**config.mk**
```make
export PLATFORM = sky130hd
export DESIGN_NAME = midi_voice_allocator
export DESIGN_NICKNAME = d
export VERILOG_FILES = /design/src/sv/mva_pkg.sv /design/src/sv/mva_ctrl.sv /design/src/sv/mva_datapath.sv /design/src/sv/midi_voice_allocator.sv
export SDC_FILE = /design/constraint.sdc
export NUM_CORES = 1
export LEC_CHECK = 0
export BUFFER_PORTS_ARGS = -buffer_cell sky130_fd_sc_hd__buf_2
export CORE_UTILIZATION = 57
export DETAILED_ROUTE_END_ITERATION = 10
export PLACE_DENSITY_LB_ADDON = 0.3
export SLEW_MARGIN = 25
export SYNTH_ARGS = -nofsm -noshare
export SYNTH_HDL_FRONTEND = slang
export SYNTH_SLANG_ARGS = --single-unit
```
**constraint.sdc**
```tcl
create_clock -name clk_i -period 5.35 [get_ports clk_i]
set_input_delay 0.8025 -clock clk_i [delete_from_list [all_inputs] [get_ports clk_i]]
set_output_delay 0.8025 -clock clk_i [all_outputs]
set_load 0.02 [all_outputs]
```
**src/sv/mva_pkg.sv**
```systemverilog
// ----------------------------------------------------------------------------
// MIDI voice allocator package
// Shared types, constants and controller/datapath interface structs.
// ----------------------------------------------------------------------------
`default_nettype none

package mva_pkg;

  localparam int unsigned VoicesDef = 8;

  localparam int unsigned OwnerW = 5;
  localparam logic [OwnerW-1:0] FreeOwner = 5'd16;

  localparam logic [3:0] FuncNoteOn = 4'd9;

  localparam logic [1:0] ActNone  = 2'd0;
  localparam logic [1:0] ActStart = 2'd1;
  localparam logic [1:0] ActStop  = 2'd2;

  typedef struct packed {
    logic [3:0]  func;
    logic [3:0]  channel;
    logic [31:0] note;
  } in_word_t;

  typedef struct packed {
    logic        found;
    logic [2:0]  voice_index;
    logic [1:0]  action;
    logic [31:0] drive_freq;
  } out_word_t;

  // controller -> datapath
  typedef struct packed {
    logic load;
    logic step;
    logic commit;
  } cmd_t;

  // datapath -> controller
  typedef struct packed {
    logic scan_last;
  } sts_t;

endpackage

`default_nettype wire

```
**src/sv/mva_ctrl.sv**
```systemverilog
// ----------------------------------------------------------------------------
// MIDI voice allocator controller
// Sequences capture, voice scan and commit; owns the output valid flag.
// ----------------------------------------------------------------------------
`default_nettype none

module mva_ctrl (
  input  wire logic          clk_i,
  input  wire logic          rst_ni,
  input  wire logic          in_valid_i,
  output logic               in_ready_o,
  output logic               out_valid_o,
  input  wire logic          out_ready_i,
  input  wire mva_pkg::sts_t sts_i,
  output mva_pkg::cmd_t      cmd_o
);

  typedef enum logic [2:0] {
    ST_IDLE = 3'b001,
    ST_SCAN = 3'b010,
    ST_DONE = 3'b100
  } state_e;

  state_e state_q, state_d;
  logic   out_valid_q, out_valid_d;
  logic   out_free;

  assign out_free   = !out_valid_q || out_ready_i;
  assign in_ready_o = (state_q == ST_IDLE);
  assign out_valid_o = out_valid_q;

  always_comb begin
    state_d     = state_q;
    cmd_o       = '0;
    out_valid_d = out_valid_q;
    if (out_valid_q && out_ready_i) begin
      out_valid_d = 1'b0;
    end
    case (state_q)
      ST_IDLE: begin
        if (in_valid_i) begin
          cmd_o.load = 1'b1;
          state_d    = ST_SCAN;
        end
      end
      ST_SCAN: begin
        cmd_o.step = 1'b1;
        if (sts_i.scan_last) begin
          state_d = ST_DONE;
        end
      end
      ST_DONE: begin
        // hold until the output register can take the result word
        if (out_free) begin
          cmd_o.commit = 1'b1;
          out_valid_d  = 1'b1;
          state_d      = ST_IDLE;
        end
      end
      default: begin
        state_d = ST_IDLE;
      end
    endcase
  end

  always_ff @(posedge clk_i or negedge rst_ni) begin
    if (!rst_ni) begin
      state_q     <= ST_IDLE;
      out_valid_q <= 1'b0;
    end else begin
      state_q     <= state_d;
      out_valid_q <= out_valid_d;
    end
  end

endmodule

`default_nettype wire

```
**src/sv/mva_datapath.sv**
```systemverilog
// ----------------------------------------------------------------------------
// MIDI voice allocator datapath
// Voice table, one-voice-per-cycle scan, selection and result register.
// ----------------------------------------------------------------------------
`default_nettype none

module mva_datapath #(
  parameter int unsigned Voices = mva_pkg::VoicesDef
) (
  input  wire logic              clk_i,
  input  wire logic              rst_ni,
  input  wire logic              poly_mode_i,
  input  wire mva_pkg::in_word_t in_data_i,
  input  wire mva_pkg::cmd_t     cmd_i,
  output mva_pkg::sts_t          sts_o,
  output mva_pkg::out_word_t     out_data_o
);

  localparam int unsigned IdxW = (Voices > 1) ? $clog2(Voices) : 1;
  localparam logic [IdxW-1:0] LastIdx = IdxW'(Voices - 1);

  logic [mva_pkg::OwnerW-1:0] owner_q [Voices];
  logic [31:0]                freq_q  [Voices];

  mva_pkg::in_word_t  item_q;
  mva_pkg::out_word_t out_q, out_d;
  logic [IdxW-1:0]    scan_idx_q;
  logic               free_hit_q, ch_hit_q, match_hit_q;
  logic [IdxW-1:0]    free_idx_q, ch_idx_q, match_idx_q;

  logic [mva_pkg::OwnerW-1:0] cur_owner;
  logic                       is_free, is_ch, is_match;
  logic                       note_on, sel_hit;
  logic [IdxW-1:0]            sel_idx;

  assign cur_owner = owner_q[scan_idx_q];
  assign is_free   = (cur_owner == mva_pkg::FreeOwner);
  assign is_ch     = (cur_owner == {1'b0, item_q.channel});
  assign is_match  = is_ch && (freq_q[scan_idx_q] == item_q.note);

  assign sts_o.scan_last = (scan_idx_q == LastIdx);

  assign note_on = (item_q.func == mva_pkg::FuncNoteOn);

  always_comb begin
    sel_hit = 1'b0;
    sel_idx = '0;
    if (note_on) begin
      if (poly_mode_i) begin
        if (free_hit_q) begin
          sel_hit = 1'b1;
          sel_idx = free_idx_q;
        end else if (ch_hit_q) begin
          sel_hit = 1'b1;
          sel_idx = ch_idx_q;
        end
      end else begin
        if (ch_hit_q) begin
          sel_hit = 1'b1;
          sel_idx = ch_idx_q;
        end else if (free_hit_q) begin
          sel_hit = 1'b1;
          sel_idx = free_idx_q;
        end
      end
    end else begin
      sel_hit = match_hit_q;
      sel_idx = match_idx_q;
    end
  end

  always_comb begin
    out_d        = '0;
    out_d.action = mva_pkg::ActNone;
    if (sel_hit) begin
      out_d.found       = 1'b1;
      out_d.voice_index = 3'(sel_idx);
      if (note_on) begin
        out_d.action     = mva_pkg::ActStart;
        out_d.drive_freq = item_q.note;
      end else begin
        out_d.action     = mva_pkg::ActStop;
      end
    end
  end

  // scan state
  always_ff @(posedge clk_i or negedge rst_ni) begin
    if (!rst_ni) begin
      scan_idx_q  <= '0;
      free_hit_q  <= 1'b0;
      ch_hit_q    <= 1'b0;
      match_hit_q <= 1'b0;
    end else if (cmd_i.load) begin
      scan_idx_q  <= '0;
      free_hit_q  <= 1'b0;
      ch_hit_q    <= 1'b0;
      match_hit_q <= 1'b0;
    end else if (cmd_i.step) begin
      if (!sts_o.scan_last) begin
        scan_idx_q <= scan_idx_q + 1'b1;
      end
      // keep only the first hit of each kind
      if (is_free && !free_hit_q) begin
        free_hit_q <= 1'b1;
      end
      if (is_ch && !ch_hit_q) begin
        ch_hit_q <= 1'b1;
      end
      if (is_match && !match_hit_q) begin
        match_hit_q <= 1'b1;
      end
    end
  end

  always_ff @(posedge clk_i) begin
    if (cmd_i.load) begin
      item_q <= in_data_i;
    end
    if (cmd_i.step) begin
      if (is_free && !free_hit_q) begin
        free_idx_q <= scan_idx_q;
      end
      if (is_ch && !ch_hit_q) begin
        ch_idx_q <= scan_idx_q;
      end
      if (is_match && !match_hit_q) begin
        match_idx_q <= scan_idx_q;
      end
    end
    if (cmd_i.commit) begin
      out_q <= out_d;
    end
  end

  // voice table: owner resets to free, freq only matters once owned
  always_ff @(posedge clk_i or negedge rst_ni) begin
    if (!rst_ni) begin
      for (int i = 0; i < Voices; i++) begin
        owner_q[i] <= mva_pkg::FreeOwner;
      end
    end else if (cmd_i.commit && sel_hit) begin
      owner_q[sel_idx] <= note_on ? {1'b0, item_q.channel} : mva_pkg::FreeOwner;
    end
  end

  always_ff @(posedge clk_i) begin
    if (cmd_i.commit && sel_hit && note_on) begin
      freq_q[sel_idx] <= item_q.note;
    end
  end

  assign out_data_o = out_q;

endmodule

`default_nettype wire

```
**src/sv/midi_voice_allocator.sv**
```systemverilog
// ----------------------------------------------------------------------------
// MIDI voice allocator
// Assigns note-on/note-off words to a bank of voices, one word at a time.
// ----------------------------------------------------------------------------
//   channel  direction  payload            notes
//   in       sink       mva_pkg::in_word_t func, channel, note
//   out      source     mva_pkg::out_word_t found, voice_index, action, freq
//   cfg      sink       1 bit poly_mode    always ready, reset value 1
//
// An input word is captured when it is accepted; the table scan then visits one
// voice per cycle, and the commit writes the result register and the voice table.
// The next word is taken the cycle after the commit; the result of the last word
// may still wait in the output register. A stall on out holds the commit of the
// following word. After reset every voice is free; no clearing pass is needed.
// ----------------------------------------------------------------------------
`default_nettype none

module midi_voice_allocator #(
  parameter int unsigned Voices = mva_pkg::VoicesDef
) (
  input  wire logic               clk_i,
  input  wire logic               rst_ni,
  input  wire logic               in_valid_i,
  output logic                    in_ready_o,
  input  wire mva_pkg::in_word_t  in_data_i,
  output logic                    out_valid_o,
  input  wire logic               out_ready_i,
  output mva_pkg::out_word_t      out_data_o,
  input  wire logic               cfg_valid_i,
  output logic                    cfg_ready_o,
  input  wire logic               cfg_data_i
);

  mva_pkg::cmd_t cmd;
  mva_pkg::sts_t sts;
  logic          poly_mode_q;

  assign cfg_ready_o = 1'b1;

  always_ff @(posedge clk_i or negedge rst_ni) begin
    if (!rst_ni) begin
      poly_mode_q <= 1'b1;
    end else if (cfg_valid_i) begin
      poly_mode_q <= cfg_data_i;
    end
  end

  mva_ctrl u_ctrl (
    .clk_i       (clk_i),
    .rst_ni      (rst_ni),
    .in_valid_i  (in_valid_i),
    .in_ready_o  (in_ready_o),
    .out_valid_o (out_valid_o),
    .out_ready_i (out_ready_i),
    .sts_i       (sts),
    .cmd_o       (cmd)
  );

  mva_datapath #(
    .Voices (Voices)
  ) u_datapath (
    .clk_i       (clk_i),
    .rst_ni      (rst_ni),
    .poly_mode_i (poly_mode_q),
    .in_data_i   (in_data_i),
    .cmd_i       (cmd),
    .sts_o       (sts),
    .out_data_o  (out_data_o)
  );

endmodule

`default_nettype wire

```
==> flow_metrics.tcl, run 1 <==
set metrics [dict create \
    outcome "complete, no violations" \
    ys_ff_latch 394 \
    drt_pass1_iterations 5 \
    ant_nets 0 \
    diodes 0 \
    postCtsResizedCells 0 \
    rsz0062_at_grt "false" \
    drv_slew 0 \
    finalSetupViolations 0 \
    port_buffers 85 \
    grt_max_degree 58 \
    post-dp-hpwl_um 16900 \
    grtUsageTotal 0.2163 \
    critPathLaunchType "flop" \
    grt.overflow.total 0 \
    p_leak_nw 5.974 \
    cts_tree "built" \
    yosysWarnings 0 \
    end_kind "flop" \
    timing.fmax_ghz 0.2724 \
    maxSlewHeadroom 0.3601 \
    fillers 1797 \
    synth_area_leaders "edfxtp_1, mux4_2, dfrtp_1" \
    pin_count 87 \
    synth_edf_count 343 \
    crit_type "flop to flop" \
    antenna_found_initial 0 \
    wl_per_cell_um 22.90 \
    coreArea_um2 26880 \
    finalCriticalPeriod_ns 3.671 \
    vias 7481 \
    powerDensity_nw_per_um2 415.6 \
    nets 946 \
    yosys-top-cells-count "edfxtp_1, mux4_2, mux2i_1, dfrtp_1, and2_1" \
    dpl-instance-area_um2 16380 \
    async_flop_share 0.1294 \
    numClockSinks 394 \
    ys.flop_type "edfxtp_1" \
    syn_area_um2 15530 \
    cp.arrival_ns 3.88 \
    rr_worst_depth 7 \
    vias_per_cell 5.891 \
    clk_latency_ns 0.53 \
    dp.cells 1197 \
    critPathMaxFanout 57 \
    syn_nets 835 \
    clock_tree.root_cell "clkbuf_16" \
    grt_first_pass_wirelength_um 45060 \
    period_share 0.6862 \
    gp_congestion 0.7779 \
    finalHoldViolations 0 \
    r2r_start "u_datapath.scan_idx_q[1]" \
    ff2ff_setup_slack_ns 1.68 \
    wirelength_um 29090 \
    hold_path.class "input pin to async pin" \
    die_width_um 167.1 \
    synth_top_cell_area_share 0.6632 \
    cap_violations 0 \
    yosys.area.top_type "edfxtp_1" \
    final_cell_area_um2 17590 \
    cts_max_level 2 \
    area_growth_pct 13.27 \
    dieArea_um2 27910 \
    clk_pin_slew_ns 0.06 \
    cts_max_path_buffers 3 \
    synth_area_per_cell_um2 19.73 \
    drive_gt1_frac 0.3132 \
    ir_worst_vdd_mv 0.3158 \
    synth_cells 787 \
    ys_types 47 \
    tightest_slew_ns 0.9576 \
    drc 0 \
    die_y_um 167.1 \
    stdcell_count 1270 \
    place_ws_ns 1.731 \
    finalSetupTns_ns 0 \
    cts_setup_buffers 0 \
    initial_core_util 0.5779 \
    final_util 0.6546 \
    numCtsBuffers 40 \
    skew_ns 0.01782 \
    grt_pass1_vias 7711 \
    setup_ws_ns 1.679 \
    cts_hold_buf 0 \
    ys_seq_area_frac 0.7462 \
    yosys.cell_count.top_type "edfxtp_1" \
    drt_iter0_drc 698 \
    cp_data_required_time_ns 5.56 \
    row_count 60 \
    r2r-end "u_datapath.match_idx_q[2]" \
]
==> per-layer routing <==
layer	vias to the layer above	global-route usage	part of all wire
li1	3343	-	-
met1	3866	0.3063	0.44
met2	225	0.3509	0.49
met3	47	0.04016	0.051
met4	0	0.05475	0.018
met5	-	0	0
==> area by class of cell <==
type | count | area (µm²) | share of cell area
Sequential cell | 394 | 11600 | 0.6592
Multi-Input combinational cell | 353 | 3770 | 0.2143
Clock buffer | 48 | 1031 | 0.05861
Timing Repair Buffer | 104 | 568.0 | 0.03229
Tap cell | 341 | 426.7 | 0.02425
Clock inverter | 25 | 180.2 | 0.01024
Inverter | 5 | 18.77 | 0.001067
==> layout by cell type (no fill, tap or decap), types with 8 or more instances in the layout <==
cell type,Yosys,layout
mux2_2,36,36
dfrtp_1,41,38
xnor2_1,17,17
clkbuf_1,10,8
nand3_1,9,9
buf_2,10,85
mux2i_1,44,44
mux4_2,69,69
edfxtp_1,343,343
dfstp_2,10,10
nor2_1,36,27
buf_4,2,19
nand2_1,9,9
and2_1,37,36
a21oi_1,12,12
xor2_1,17,17
clkbuf_16,0,40
clkinv_1,0,11
nor2_4,0,9
clkinv_2,0,9
==> flip-flops by register name, indices dropped and copies added (netlist names), 38 cells and up <==
name and cells:
u_datapath.freq_q 256, u_datapath.item_q 40, u_datapath.owner_q 40, u_datapath.out_data_o 38
==> worst max-delay path by stage <==
stage	to	slack, ns	cells past startpoint	startpoint
floorplan	u_datapath.freq_q[2][0]	0.20	4	out_ready_i
finish	u_datapath.match_idx_q[2]	1.68	7	u_datapath.scan_idx_q[1]
CTS	u_datapath.match_idx_q[2]	1.68	7	u_datapath.scan_idx_q[1]
detailed placement	u_datapath.match_idx_q[2]	1.73	7	u_datapath.scan_idx_q[1]
global route	u_datapath.match_idx_q[2]	1.46	7	u_datapath.scan_idx_q[1]
global placement	u_datapath.freq_q[0][30]	1.80	5	u_datapath.item_q[37]
==> where the power goes <==
part           switching, W  internal, W  total [W]
combinational      0.000410     0.000490   0.000900
clock               0.00110      0.00148    0.00257
sequential         0.000301      0.00354    0.00384
==> worst max-delay path, stage by stage (launching register included) <==
cell       delay [ns]
dfrtp_4          1.04
buf_4            0.40
mux4_2           0.55
mux2i_1          0.24
xor2_1           0.18
o2111ai_1        0.15
nor4_1           0.35
and4b_1          0.40
==> metrics by stage <==
stage	hold WS [ns]	total power, W
floorplan	0.4391	0.004562
global placement	0.4483	0.004787
detailed placement	0.4572	0.004808
CTS	0.4165	0.007375
global route	0.4298	0.007586
finish	0.3836	0.007312
==> cells by family (layout without fill, tap and decap cells) <==
kind of cell / Yosys count / count (layout) / share of synthesized area
muxes: 149 / 149 / 0.1545
buffers and inverters: 40 / 182 / 0.01555
AOI/OAI and AO/OA: 35 / 35 / 0.01587
other: 1 / 1 / 0.0002415
xor gates and xnor gates: 34 / 34 / 0.01917
and+or+nand+nor: 132 / 132 / 0.04689
adders and majority gates: 2 / 2 / 0.001611
DFF: 394 / 394 / 0.7462
Note: power is estimated with default switching activity, not from simulation.
==> run 2, diff against run 1 <==
==> constraint.sdc (replaced) <==
create_clock -name clk_i -period 3.6 [get_ports clk_i]
set_input_delay 0.54 -clock clk_i [delete_from_list [all_inputs] [get_ports clk_i]]
set_output_delay 0.54 -clock clk_i [all_outputs]
set_load 0.02 [all_outputs]
==> run 2 against run 1 <==
Net effect: power rose by 50%; global-route usage increased by 0.28 points; cell area increased by 0.98%; non-clock buffer count up 10; wire length up 2.1%; register-to-register slack worse by 1.2 ns; highest routed layer unchanged; setup slack got worse by 1.2 ns; critical endpoint is now u_datapath.match_idx_q[1]; sequential share of layout area is 0.64 points lower.
==> flow_metrics.tcl, run 2 (same netlist as run 1, synthesis figures left out) <==
set metrics [dict create \
    outcome "complete, no violations" \
    drive_gt1_frac 0.3174 \
    cts_setup_buffers 0 \
    cp_data_required_time_ns 3.81 \
    coreArea_um2 26880 \
    maxSlewHeadroom 0.5589 \
    vias 7555 \
    numClockSinks 394 \
    cts_max_path_buffers 3 \
    reg_top3 "u_datapath.freq_q x256, u_datapath.item_q x40, u_datapath.owner_q x40" \
    largest_reg_flops 256 \
    row_count 60 \
    critPathMaxFanout 31 \
    vias_per_cell 5.902 \
    pin_count 87 \
    timing.fmax_ghz 0.3157 \
    clk_pin_slew_ns 0.06 \
    grt_pass1_vias 7877 \
    skew_ns 0.01776 \
    tightest_slew_ns 0.6450 \
    port_buffers 85 \
    postCtsResizedCells 0 \
    final_util 0.6610 \
    period_share 0.8798 \
    powerDensity_nw_per_um2 616.9 \
    dieArea_um2 27910 \
    initial_core_util 0.5779 \
    hold_path.class "input pin to flop" \
    grt_first_pass_wirelength_um 45620 \
    area_growth_pct 14.38 \
    clock_tree.root_cell "clkbuf_16" \
    drv_slew 0 \
    critPathLaunchType "flop" \
    cp.arrival_ns 3.38 \
    nets 956 \
    ir_worst_vdd_mv 0.5508 \
    finalCriticalPeriod_ns 3.167 \
    drt_pass1_iterations 5 \
    p_leak_nw 6.046 \
    place_ws_ns 0.3587 \
    ant_nets 0 \
    gp_congestion 0.7883 \
    cts_tree "built" \
    layout_common_cells "edfxtp_1, buf_2, mux4_2" \
    wl_per_cell_um 23.21 \
    cts_max_level 2 \
    finalSetupTns_ns 0 \
    crit_type "flop to flop" \
    finalHoldViolations 0 \
    clk_latency_ns 0.54 \
    grt.overflow.total 0 \
    final_common_cell "edfxtp_1" \
    diodes 0 \
    drc 0 \
    numCtsBuffers 40 \
    cap_violations 0 \
    wirelength_um 29710 \
    drt_iter0_drc 690 \
    finalSetupViolations 0 \
    fillers 1786 \
    die_y_um 167.1 \
    end_kind "flop" \
    grt_max_degree 41 \
    rsz0062_at_grt "false" \
    cts_hold_buf 1 \
    post-dp-hpwl_um 17250 \
    regMostFlops "u_datapath.freq_q" \
    setup_ws_ns 0.4329 \
    antenna_found_initial 0 \
    die_width_um 167.1 \
    grtUsageTotal 0.2191 \
]
==> run 2: changes by cell type in the layout (fill, tap and decap cells not counted) <==
cell           before  now
clkinv_8            1    0
clkbuf_1            8   10
buf_4              19   21
inv_16              0    2
bufinv_16           2    1
buf_12              0    7
dlygate4sd3_1       0    1
clkinv_2            9    7
clkbuf_16          40   41
inv_6               2    1
==> run 2: metal layers <==
layer	vias to the layer above	GRT usage	part of all wire
met5	-	0	0
met4	0	0.06965	0.023
met3	50	0.03470	0.045
met2	219	0.3589	0.49
met1	3916	0.3054	0.44
li1	3370	-	-
==> run 2: critical path, cell delays in order (launching register included) <==
cell     delay (ns)
dfrtp_4        0.77
buf_12         0.28
mux4_2         0.33
mux2i_1        0.19
xnor2_1        0.09
nor4_1         0.51
and4_1         0.31
and4b_1        0.34
==> run 2: final cells by class <==
class / instances / area [µm²] / area share
repair buffers: 114 / 733.2 / 0.04127
well taps: 341 / 426.7 / 0.02402
clock inverters: 22 / 155.1 / 0.008734
inverters: 5 / 18.77 / 0.001056
multi-input cells: 353 / 3770 / 0.2122
clock buffers: 51 / 1064 / 0.05987
flip-flops and latches: 394 / 11600 / 0.6528
==> run 2: power breakdown <==
| group | leakage [nW] | total (W) | switching, W | internal, W |
|---|---|---|---|---|
| Clock | 0.600 | 0.00384 | 0.00166 | 0.00218 |
| Combinational | 1.67 | 0.00151 | 0.000717 | 0.000796 |
| Sequential | 3.77 | 0.00560 | 0.000348 | 0.00526 |
| Total | 6.05 | 0.0110 | 0.00272 | 0.00823 |
==> run 2: path summary, 6_finish.rpt <==
kind,from,endpoint,slack (ns),depth (start not counted)
setup / recovery,u_datapath.scan_idx_q[1],u_datapath.match_idx_q[1],0.43,7
hold / removal,in_data_i[7],u_datapath.item_q[7],0.17,1
setup reg to reg,u_datapath.scan_idx_q[1],u_datapath.match_idx_q[1],0.43,7
hold reg to reg,u_datapath.owner_q[9],u_datapath.owner_q[9],0.47,2
max in group asynchronous,rst_ni,u_datapath.owner_q[14],2.36,3
min in group asynchronous,rst_ni,u_datapath.scan_idx_q[2],0.42,2
==> run 2: through the flow <==
stage | cell area (µm²) | hold WS (ns) | cells | power (W)
finish | 17760 | 0.1739 | 1280 | 0.01096
global route | 17760 | 0.1577 | 1280 | 0.01133
CTS | 17760 | 0.1554 | 1280 | 0.01106
detailed placement | 16540 | 0.4372 | 1206 | 0.007229
global placement | 16540 | 0.4338 | 1206 | 0.007191
floorplan | 15550 | 0.2444 | 787 | 0.006781
